--- config.mk ---
export PLATFORM = sky130hd
export DESIGN_NAME = civil_date_to_epoch_seconds
export DESIGN_NICKNAME = d
export VERILOG_FILES = /design/src/hw/rtl/cdte_pkg.sv /design/src/hw/rtl/cdte_front.sv /design/src/hw/rtl/cdte_queue.sv /design/src/hw/rtl/cdte_back.sv /design/src/hw/rtl/civil_date_to_epoch_seconds.sv
export SDC_FILE = /design/constraint.sdc
export NUM_CORES = 2
export LEC_CHECK = 0
export CORE_ASPECT_RATIO = 1.2
export CORE_UTILIZATION = 45
export CTS_BUF_LIST = sky130_fd_sc_hd__clkbuf_8
export DETAILED_ROUTE_END_ITERATION = 8
export DONT_BUFFER_PORTS = 1
export SYNTH_ARGS = -nofsm -noshare
export SYNTH_HDL_FRONTEND = slang
export SYNTH_HIERARCHICAL = 1
export SYNTH_SLANG_ARGS = --single-unit
export TNS_END_PERCENT = 50
--- constraint.sdc ---
create_clock -name clk -period 16.3 [get_ports clk]
set_input_delay 3.26 -clock clk [delete_from_list [all_inputs] [get_ports clk]]
set_output_delay 3.26 -clock clk [all_outputs]
set_load 0.05 [all_outputs]
--- src/hw/rtl/cdte_pkg.sv ---
// shared types, constants and lookup functions for the civil date to epoch seconds block
// no dependencies; imported by every module of the block
package cdte_pkg;

  localparam int unsigned QUEUE_DEPTH_DEF = 4;

  localparam logic [13:0] FIRST_YEAR      = 14'd1970;
  localparam logic [12:0] RECIP_100       = 13'd5243;   // ceil(2^19 / 100)
  localparam int unsigned RECIP_SHIFT     = 19;
  localparam logic [13:0] HUNDRED         = 14'd100;
  localparam logic [17:0] CYCLE400_DAYS   = 18'd146097;
  localparam logic [10:0] CYCLE4_DAYS     = 11'd1461;
  localparam logic [23:0] DAYNUM_EPOCH    = 24'd719469; // day count of 1970-01-01
  localparam logic [4:0]  HOURS_PER_DAY   = 5'd24;
  localparam logic [5:0]  SIXTY           = 6'd60;
  localparam logic [11:0] SECS_PER_HOUR   = 12'd3600;
  localparam logic [3:0]  MONTH_FEB       = 4'd1;
  localparam logic [3:0]  MONTH_MAR       = 4'd2;
  localparam logic [3:0]  MONTH_LAST      = 4'd11;
  localparam logic [3:0]  MONTHS_TO_MARCH = 4'd10;
  localparam logic [4:0]  FEB_LEAP_LEN    = 5'd29;
  localparam logic [6:0]  YOC_LAST        = 7'd99;

  localparam int unsigned EPOCH_W = 38;
  localparam logic [EPOCH_W-1:0] EPOCH_MAX = '1;

  // status codes
  localparam logic [1:0] ST_OK         = 2'd0;
  localparam logic [1:0] ST_EARLY_YEAR = 2'd1;
  localparam logic [1:0] ST_BAD_DAY    = 2'd2;
  localparam logic [1:0] ST_NEGATIVE   = 2'd3;

  typedef struct packed {
    logic [13:0] full_year;
    logic [3:0]  month;
    logic [4:0]  day_of_month;
    logic [4:0]  hour;
    logic [5:0]  minute;
    logic [5:0]  second;
    logic        daylight;
  } req_t;

  typedef struct packed {
    logic [EPOCH_W-1:0] epoch_seconds;
    logic [1:0]         status;
  } rsp_t;

  // classified date, march-based month and split year
  typedef struct packed {
    logic [7:0] cent;
    logic [6:0] yoc;
    logic [3:0] m;
    logic [4:0] day;
    logic [4:0] hour;
    logic [5:0] minute;
    logic [5:0] second;
    logic       daylight;
    logic [1:0] status;
  } entry_t;

  function automatic logic [4:0] month_len(logic [3:0] month);
    logic [4:0] len;
    unique case (month)
      4'd0:    len = 5'd31;
      4'd1:    len = 5'd28;
      4'd2:    len = 5'd31;
      4'd3:    len = 5'd30;
      4'd4:    len = 5'd31;
      4'd5:    len = 5'd30;
      4'd6:    len = 5'd31;
      4'd7:    len = 5'd31;
      4'd8:    len = 5'd30;
      4'd9:    len = 5'd31;
      4'd10:   len = 5'd30;
      4'd11:   len = 5'd31;
      default: len = 5'd0;
    endcase
    return len;
  endfunction

  // days before each month, march first
  function automatic logic [8:0] days_before(logic [3:0] m);
    logic [8:0] d;
    unique case (m)
      4'd0:    d = 9'd0;
      4'd1:    d = 9'd31;
      4'd2:    d = 9'd61;
      4'd3:    d = 9'd92;
      4'd4:    d = 9'd122;
      4'd5:    d = 9'd153;
      4'd6:    d = 9'd184;
      4'd7:    d = 9'd214;
      4'd8:    d = 9'd245;
      4'd9:    d = 9'd275;
      4'd10:   d = 9'd306;
      4'd11:   d = 9'd337;
      default: d = 9'd0;
    endcase
    return d;
  endfunction

endpackage

--- src/hw/rtl/cdte_front.sv ---
// front end: range checks, year split into century and year of century, month rotation
// depends on cdte_pkg
module cdte_front import cdte_pkg::*; (
  input  req_t   req,
  output entry_t entry
);

  logic [26:0] recip_prod;
  logic [7:0]  cent_raw;
  logic [13:0] hund;
  logic [6:0]  yoc_raw;
  logic        leap;
  logic        day_bad;
  logic [4:0]  len;

  // year / 100 by reciprocal, exact over the 14-bit range
  assign recip_prod = 27'(req.full_year) * 27'(RECIP_100);
  assign cent_raw   = recip_prod[RECIP_SHIFT +: 8];
  assign hund       = 14'(14'(cent_raw) * HUNDRED);
  assign yoc_raw    = 7'(req.full_year - hund);

  // divisible by 4, and not by 100 unless by 400
  assign leap = (req.full_year[1:0] == 2'b00) && ((yoc_raw != '0) || (cent_raw[1:0] == 2'b00));
  assign len  = month_len(req.month);

  assign day_bad = (req.day_of_month > len) &&
                   !((req.month == MONTH_FEB) && leap && (req.day_of_month <= FEB_LEAP_LEN));

  always_comb begin
    entry.day      = req.day_of_month;
    entry.hour     = req.hour;
    entry.minute   = req.minute;
    entry.second   = req.second;
    entry.daylight = req.daylight;
    entry.cent     = cent_raw;
    entry.yoc      = yoc_raw;
    entry.m        = 4'(req.month - MONTH_MAR);

    // january and february belong to the previous march-based year
    if (req.month < MONTH_MAR) begin
      entry.m = 4'(req.month + MONTHS_TO_MARCH);
      if (yoc_raw == '0) begin
        entry.cent = 8'(cent_raw - 8'd1);
        entry.yoc  = YOC_LAST;
      end else begin
        entry.yoc  = 7'(yoc_raw - 7'd1);
      end
    end

    if (req.full_year < FIRST_YEAR) begin
      entry.status = ST_EARLY_YEAR;
    end else if (req.month > MONTH_LAST || day_bad) begin
      entry.status = ST_BAD_DAY;
    end else begin
      entry.status = ST_OK;
    end
  end

endmodule

--- src/hw/rtl/cdte_queue.sv ---
// small register queue between front end and arithmetic back end
// depends on cdte_pkg
module cdte_queue import cdte_pkg::*; #(
  parameter int unsigned DEPTH = QUEUE_DEPTH_DEF
) (
  input  logic   clk,
  input  logic   rst,
  input  logic   push,
  input  entry_t push_data,
  output logic   full,
  input  logic   pop,
  output logic   head_valid,
  output entry_t head
);

  localparam int unsigned PTR_W = (DEPTH > 1) ? $clog2(DEPTH) : 1;
  localparam int unsigned CNT_W = $clog2(DEPTH + 1);

  entry_t             mem [DEPTH];
  logic [PTR_W-1:0]   wr_ptr;
  logic [PTR_W-1:0]   rd_ptr;
  logic [CNT_W-1:0]   count;

  assign full       = (count == CNT_W'(DEPTH));
  assign head_valid = (count != '0);
  assign head       = mem[rd_ptr];

  always_ff @(posedge clk) begin
    if (push) begin
      mem[wr_ptr] <= push_data;
    end
  end

  always_ff @(posedge clk) begin
    if (rst) begin
      wr_ptr <= '0;
      rd_ptr <= '0;
      count  <= '0;
    end else begin
      if (push) begin
        wr_ptr <= (wr_ptr == PTR_W'(DEPTH - 1)) ? '0 : PTR_W'(wr_ptr + 1'b1);
      end
      if (pop) begin
        rd_ptr <= (rd_ptr == PTR_W'(DEPTH - 1)) ? '0 : PTR_W'(rd_ptr + 1'b1);
      end
      if (push && !pop) begin
        count <= CNT_W'(count + 1'b1);
      end else if (pop && !push) begin
        count <= CNT_W'(count - 1'b1);
      end
    end
  end

endmodule

--- src/hw/rtl/cdte_back.sv ---
// back end: six-stage day count and seconds pipeline with output register
// depends on cdte_pkg
module cdte_back import cdte_pkg::*; (
  input  logic   clk,
  input  logic   rst,
  input  logic   head_valid,
  input  entry_t head,
  output logic   pop,
  output logic   rsp_valid,
  input  logic   rsp_ready,
  output rsp_t   rsp
);

  logic s1_v, s2_v, s3_v, s4_v, s5_v, s6_v;
  logic s1_rdy, s2_rdy, s3_rdy, s4_rdy, s5_rdy, s6_rdy;

  // stage 1: cycle products and day offset
  logic [25:0] s1_p400;
  logic [17:0] s1_p4;
  logic [8:0]  s1_dayoff;
  logic [4:0]  s1_hour;
  logic [5:0]  s1_minute, s1_second;
  logic        s1_dst;
  logic [1:0]  s1_status;
  // stage 2: days since epoch
  logic signed [23:0] s2_days;
  logic [4:0]  s2_hour;
  logic [5:0]  s2_minute, s2_second;
  logic        s2_dst;
  logic [1:0]  s2_status;
  // stage 3: hours
  logic signed [28:0] s3_hrs;
  logic [5:0]  s3_minute, s3_second;
  logic        s3_dst;
  logic [1:0]  s3_status;
  // stage 4: minutes
  logic signed [34:0] s4_mins;
  logic [5:0]  s4_second;
  logic        s4_dst;
  logic [1:0]  s4_status;
  // stage 5: seconds
  logic signed [40:0] s5_total;
  logic [1:0]  s5_status;

  rsp_t rsp_next;

  assign s6_rdy = !s6_v || rsp_ready;
  assign s5_rdy = !s5_v || s6_rdy;
  assign s4_rdy = !s4_v || s5_rdy;
  assign s3_rdy = !s3_v || s4_rdy;
  assign s2_rdy = !s2_v || s3_rdy;
  assign s1_rdy = !s1_v || s2_rdy;
  assign pop    = head_valid && s1_rdy;

  always_comb begin
    rsp_next.epoch_seconds = '0;
    rsp_next.status        = s5_status;
    if (s5_status == ST_OK) begin
      if (s5_total[40]) begin
        rsp_next.status = ST_NEGATIVE;
      end else if (s5_total[39:EPOCH_W] != '0) begin
        rsp_next.epoch_seconds = EPOCH_MAX;
      end else begin
        rsp_next.epoch_seconds = s5_total[EPOCH_W-1:0];
      end
    end
  end

  always_ff @(posedge clk) begin
    if (rst) begin
      s1_v <= 1'b0;
      s2_v <= 1'b0;
      s3_v <= 1'b0;
      s4_v <= 1'b0;
      s5_v <= 1'b0;
      s6_v <= 1'b0;
    end else begin
      if (s1_rdy) begin
        s1_v <= head_valid;
      end
      if (s2_rdy) begin
        s2_v <= s1_v;
      end
      if (s3_rdy) begin
        s3_v <= s2_v;
      end
      if (s4_rdy) begin
        s4_v <= s3_v;
      end
      if (s5_rdy) begin
        s5_v <= s4_v;
      end
      if (s6_rdy) begin
        s6_v <= s5_v;
      end
    end
  end

  always_ff @(posedge clk) begin
    if (pop) begin
      s1_p400   <= 26'(head.cent) * 26'(CYCLE400_DAYS);
      s1_p4     <= 18'(head.yoc) * 18'(CYCLE4_DAYS);
      s1_dayoff <= days_before(head.m) + 9'(head.day);
      s1_hour   <= head.hour;
      s1_minute <= head.minute;
      s1_second <= head.second;
      s1_dst    <= head.daylight;
      s1_status <= head.status;
    end
    if (s2_rdy && s1_v) begin
      s2_days   <= signed'(24'(s1_p400[25:2] + 24'(s1_p4[17:2]) + 24'(s1_dayoff)
                           - DAYNUM_EPOCH));
      s2_hour   <= s1_hour;
      s2_minute <= s1_minute;
      s2_second <= s1_second;
      s2_dst    <= s1_dst;
      s2_status <= s1_status;
    end
    if (s3_rdy && s2_v) begin
      s3_hrs    <= 29'(s2_days) * signed'(29'(HOURS_PER_DAY)) + signed'(29'(s2_hour));
      s3_minute <= s2_minute;
      s3_second <= s2_second;
      s3_dst    <= s2_dst;
      s3_status <= s2_status;
    end
    if (s4_rdy && s3_v) begin
      s4_mins   <= 35'(s3_hrs) * signed'(35'(SIXTY)) + signed'(35'(s3_minute));
      s4_second <= s3_second;
      s4_dst    <= s3_dst;
      s4_status <= s3_status;
    end
    if (s5_rdy && s4_v) begin
      s5_total  <= 41'(s4_mins) * signed'(41'(SIXTY)) + signed'(41'(s4_second))
                   - (s4_dst ? signed'(41'(SECS_PER_HOUR)) : 41'sd0);
      s5_status <= s4_status;
    end
    if (s6_rdy && s5_v) begin
      rsp <= rsp_next;
    end
  end

  assign rsp_valid = s6_v;

endmodule

--- src/hw/rtl/civil_date_to_epoch_seconds.sv ---
// top level of the civil date to epoch seconds converter
// depends on cdte_pkg, cdte_front, cdte_queue and cdte_back
//
// usage:
//   req channel (req_valid / req_ready / req) takes one broken-down date and
//   time per item: full year, month 0-11, day, hour, minute, second, daylight
//   rsp channel (rsp_valid / rsp_ready / rsp) returns one item per date:
//   seconds since 1970-01-01 00:00 and a status code (ok, year before 1970,
//   month or day too large, negative result); seconds read zero on any error status
//   path: a date taken on req passes the queue write, five arithmetic stages
//   and the output register before it shows on rsp
//   throughput: one item per cycle while rsp_ready is high; the back end pipeline
//   holds one item per stage; the front end classifies an item in the cycle it arrives
//   stall: when rsp_ready is low the pipeline fills stage by stage, then the
//   queue fills; req_ready drops only when the queue is full
//   reset (rst, synchronous): empties the queue and the pipeline; no result
//   is pending afterwards and req_ready is high the next cycle
module civil_date_to_epoch_seconds import cdte_pkg::*; #(
  parameter int unsigned QUEUE_DEPTH = QUEUE_DEPTH_DEF
) (
  input  logic clk,
  input  logic rst,
  input  logic req_valid,
  output logic req_ready,
  input  req_t req,
  output logic rsp_valid,
  input  logic rsp_ready,
  output rsp_t rsp
);

  entry_t entry;      // classified date from the front end
  entry_t head;       // oldest queued date
  logic   q_full;
  logic   q_head_valid;
  logic   q_pop;
  logic   push;

  // accept whenever the queue has room, even while a result waits on rsp
  assign req_ready = !q_full;
  assign push      = req_valid && req_ready;

  // range checks and year split happen on the incoming item
  cdte_front u_front (
    .req   (req),
    .entry (entry)
  );

  // decouples classification from the arithmetic so each side stalls alone
  cdte_queue #(
    .DEPTH (QUEUE_DEPTH)
  ) u_queue (
    .clk        (clk),
    .rst        (rst),
    .push       (push),
    .push_data  (entry),
    .full       (q_full),
    .pop        (q_pop),
    .head_valid (q_head_valid),
    .head       (head)
  );

  // day count, scaling to seconds, daylight correction and saturation
  cdte_back u_back (
    .clk        (clk),
    .rst        (rst),
    .head_valid (q_head_valid),
    .head       (head),
    .pop        (q_pop),
    .rsp_valid  (rsp_valid),
    .rsp_ready  (rsp_ready),
    .rsp        (rsp)
  );

endmodule
==> flow_summary.json <==
{
  "grt_max_degree": 64,
  "hold_path.class": "flop to flop",
  "final_antenna_net_count": 0,
  "drt-total-wl_um": 68000,
  "slowest_delay_ps": 570,
  "vias": 23590,
  "yosys_register_bits": 475,
  "avgViaCountPerCell": 5.074,
  "maxSlewHeadroom": 0.2345,
  "grt_pass1_vias": 24640,
  "cts-root-buf": "clkbuf_8",
  "slew_viol_final": 0,
  "postCtsSetupBuffers": 0,
  "synthSimpleGateAreaFrac": 0.07551,
  "rsz0062_at_grt": "false",
  "whs_ps": 412.6,
  "synth.avg_cell_area_um2": 11.28,
  "tritoncts": "yes",
  "grt_pass1_wl_um": 115800,
  "synth_nets": 4210,
  "drc": 0,
  "fin_ws_ps": 5919,
  "yosysUniqueCellTypes": 111,
  "gp_congestion": 0.8699,
  "fin_skew_ps": 39.74,
  "rows": 117,
  "synth_async_sr_flop_share": 0,
  "drtIter0Drc": 803,
  "worstSetupPathType": "input port to flop",
  "critPathLaunchType": "input port",
  "min-delay-start": "u_back/s3_minute[0]",
  "numPortBuffers": 0,
  "cts.clk_slew.worst_paths_ps": 60,
  "hpwl_um": 54410,
  "path_buf_inv": 7,
  "drt-pass1-iter-count": 5,
  "tns_ps": 0,
  "cp_max_fo": 12,
  "insertion_delay_ps": 680,
  "drive_gt1_frac": 0.06424,
  "cts_sinks": 475,
  "coreArea_um2": 84760,
  "synthCells": 3415,
  "die_w_um": 269.1,
  "worstSetupStartpoint": "req[31]",
  "grt-ovfl-total": 0,
  "nets": 4250,
  "rr_startpoint": "u_back/s4_mins[3]",
  "ys.flop_type": "edfxtp_1",
  "yosysWarnings": 6,
  "die_h_um": 322.5,
  "io_pins": 87,
  "synth-compound-area-share": 0.1029,
  "status": "finished clean",
  "synthToLayoutAreaGrowth_pct": 6.920,
  "cts_resized": 0,
  "track_usage": 0.1646,
  "post-route-period-util": 0.6368,
  "synth_xor_xnor_area_share": 0.05913,
  "die_area_um2": 86760,
  "synthAdderAreaFrac": 0.2910,
  "htreeDepth": 3,
  "antenna_found_initial": 1,
  "tightestPinTransition_ps": 1148,
  "end_kind": "flop",
  "fillers": 7730,
  "crit_arrival_ps": 10770,
  "synth_top_family_by_area": "adder cells",
  "cts_buffers": 79,
  "period_needed_ps": 10380,
  "start_util": 0.4543,
  "synth_area_um2": 38510,
  "fmax_mhz": 96.33,
  "hold_viol_final": 0,
  "synth_edf_count": 460,
  "maxCapViolations": 0,
  "clock_path_buffers": 3,
  "dp_slack_ps": 5273,
  "critical-path-top-delay-family": "adder cells",
  "hold_buffers": 0,
  "seq_area_frac_synth": 0.3665,
  "setup_viol": 0,
  "cpMostUsedCell": "inv_1",
  "post_drt_wl_per_cell_um": 14.63,
  "required_ps": 16690,
  "slowest_stage": "fa_1",
  "synth_mux_area_frac": 0.03077
}
-- area by class of cell --
cell class                 instances  area (µm²)  area share
antenna                            1       2.502  0.00006077
clock inverter                    65       384.1    0.009329
inverter                         653        2451     0.05953
sequential                       475       14120      0.3428
tap                             1130        1414     0.03434
timing repair buffer              15       112.6    0.002735
multi-input combinational       2231       21610      0.5248
clock buffer                      79        1087     0.02641
-- registers in the layout, summed over array words and instances, names as in the netlist, 3 cells and up, named ones only --
signal            flops
u_back/s2_hour        5
u_back/s4_second      6
u_back/s3_hrs        29
u_back/s1_p4         16
u_back/s3_second      6
u_queue/mem         176
u_back/s1_second      6
u_back/s2_days       24
u_back/s1_hour        5
u_back/s2_second      6
u_back/s4_mins       35
u_back/rsp           40
u_queue/count         3
u_back/s1_minute      6
u_back/s1_dayoff      9
u_back/s2_minute      6
u_back/s5_total      41
u_back/s1_p400       24
u_back/s3_minute      6
-- layout by cell type (no fill, tap or decap), types with 28 or more instances in the layout --
cell type and count:
xor2_1 79, edfxtp_1 460, o21ai_0 91, nor3_1 46, clkbuf_8 79, nand2_1 135, a21o_1 64, ha_1 510
nand3_1 62, xnor2_1 174, mux4_2 40, inv_1 678, o21a_1 67, nor2_1 137, nand2b_1 28, fa_1 240
a21oi_1 156
-- cell families (layout without fill, tap and decap cells) --
group | Yosys count | after routing
buf+inv | 709 | 812
simple gates | 579 | 579
xor+xnor | 256 | 256
mux | 61 | 61
flops | 475 | 475
other cells | 0 | 1
compound gates | 583 | 583
fa+ha+maj | 752 | 752
-- layer usage --
metal	track usage	vias up	share of wire
met5	0	-	0
met4	0.05290	0	0.026
met3	0.02565	103	0.028
met2	0.3259	250	0.55
met1	0.1736	11330	0.40
li1	-	11910	-
-- worst register-to-register path, delay by kind of cell (launching register included) --
| kind | cells | cell delay [ps] |
|---|---|---|
| adder cells (fa/ha/maj) | 5 | 2030 |
| XOR/XNOR | 1 | 110 |
| AO/OA/AOI/OAI | 18 | 4000 |
| flip-flops | 1 | 460 |
| AND/OR/NAND/NOR | 4 | 710 |
| buffers and inverters | 2 | 90 |
-- Yosys cell counts (all sizes together), types with 7 or more instances --
| cell | n | area (µm²) |
|---|---|---|
| o21bai | 26 | 195.2 |
| ha | 510 | 6381 |
| clkbuf | 20 | 86.32 |
| or3 | 20 | 126.4 |
| a21oi | 156 | 780.8 |
| a21o | 66 | 498.0 |
| and3 | 18 | 113.9 |
| dfxtp | 15 | 300.3 |
| nor2 | 139 | 531.8 |
| xnor2 | 174 | 1524 |
| nand3 | 63 | 320.3 |
| mux2i | 13 | 130.1 |
| xor2 | 80 | 708.2 |
| a211oi | 21 | 162.6 |
| o31ai | 13 | 102.6 |
| and2 | 22 | 141.4 |
| nand2 | 135 | 506.7 |
| nand2b | 28 | 175.2 |
| o21a | 67 | 503.0 |
| a211o | 7 | 62.56 |
| a31oi | 21 | 143.9 |
| nor3b | 10 | 80.07 |
| mux4 | 44 | 1006 |
| edfxtp | 460 | 13810 |
| o21ai | 96 | 484.2 |
| fa | 240 | 4805 |
| nor2b | 30 | 187.7 |
| a21boi | 20 | 150.1 |
| nand4 | 23 | 143.9 |
| nor3 | 48 | 245.2 |
| or2 | 14 | 87.59 |
| nand3b | 7 | 52.55 |
| inv | 653 | 2451 |
| buf | 36 | 321.6 |
| o211ai | 12 | 90.09 |
-- per-stage QoR --
step / util / instances / instance area, µm²
after global routing: 0.4858 / 4649 / 41180
after floorplan: - / 3415 / 38510
final: 0.4858 / 4649 / 41180
after detailed placement: 0.4684 / 4504 / 39700
after CTS: 0.4858 / 4648 / 41170
after global placement: 0.4684 / 4504 / 39700
-- path summary, 6_finish.rpt --
check / end / slack (ps) / cells past startpoint
worst min-delay path: u_back/s4_mins[0] / 410 / 0
worst max-delay path: u_queue/mem[3][43] / 5920 / 29
worst min register to register: u_back/s4_mins[0] / 410 / 0
worst max register to register: u_back/s5_total[39] / 8670 / 30
Power is left out: the tool's default activity adds up to more than one toggle a clock period on the data nets, which glitch-free logic cannot reach.
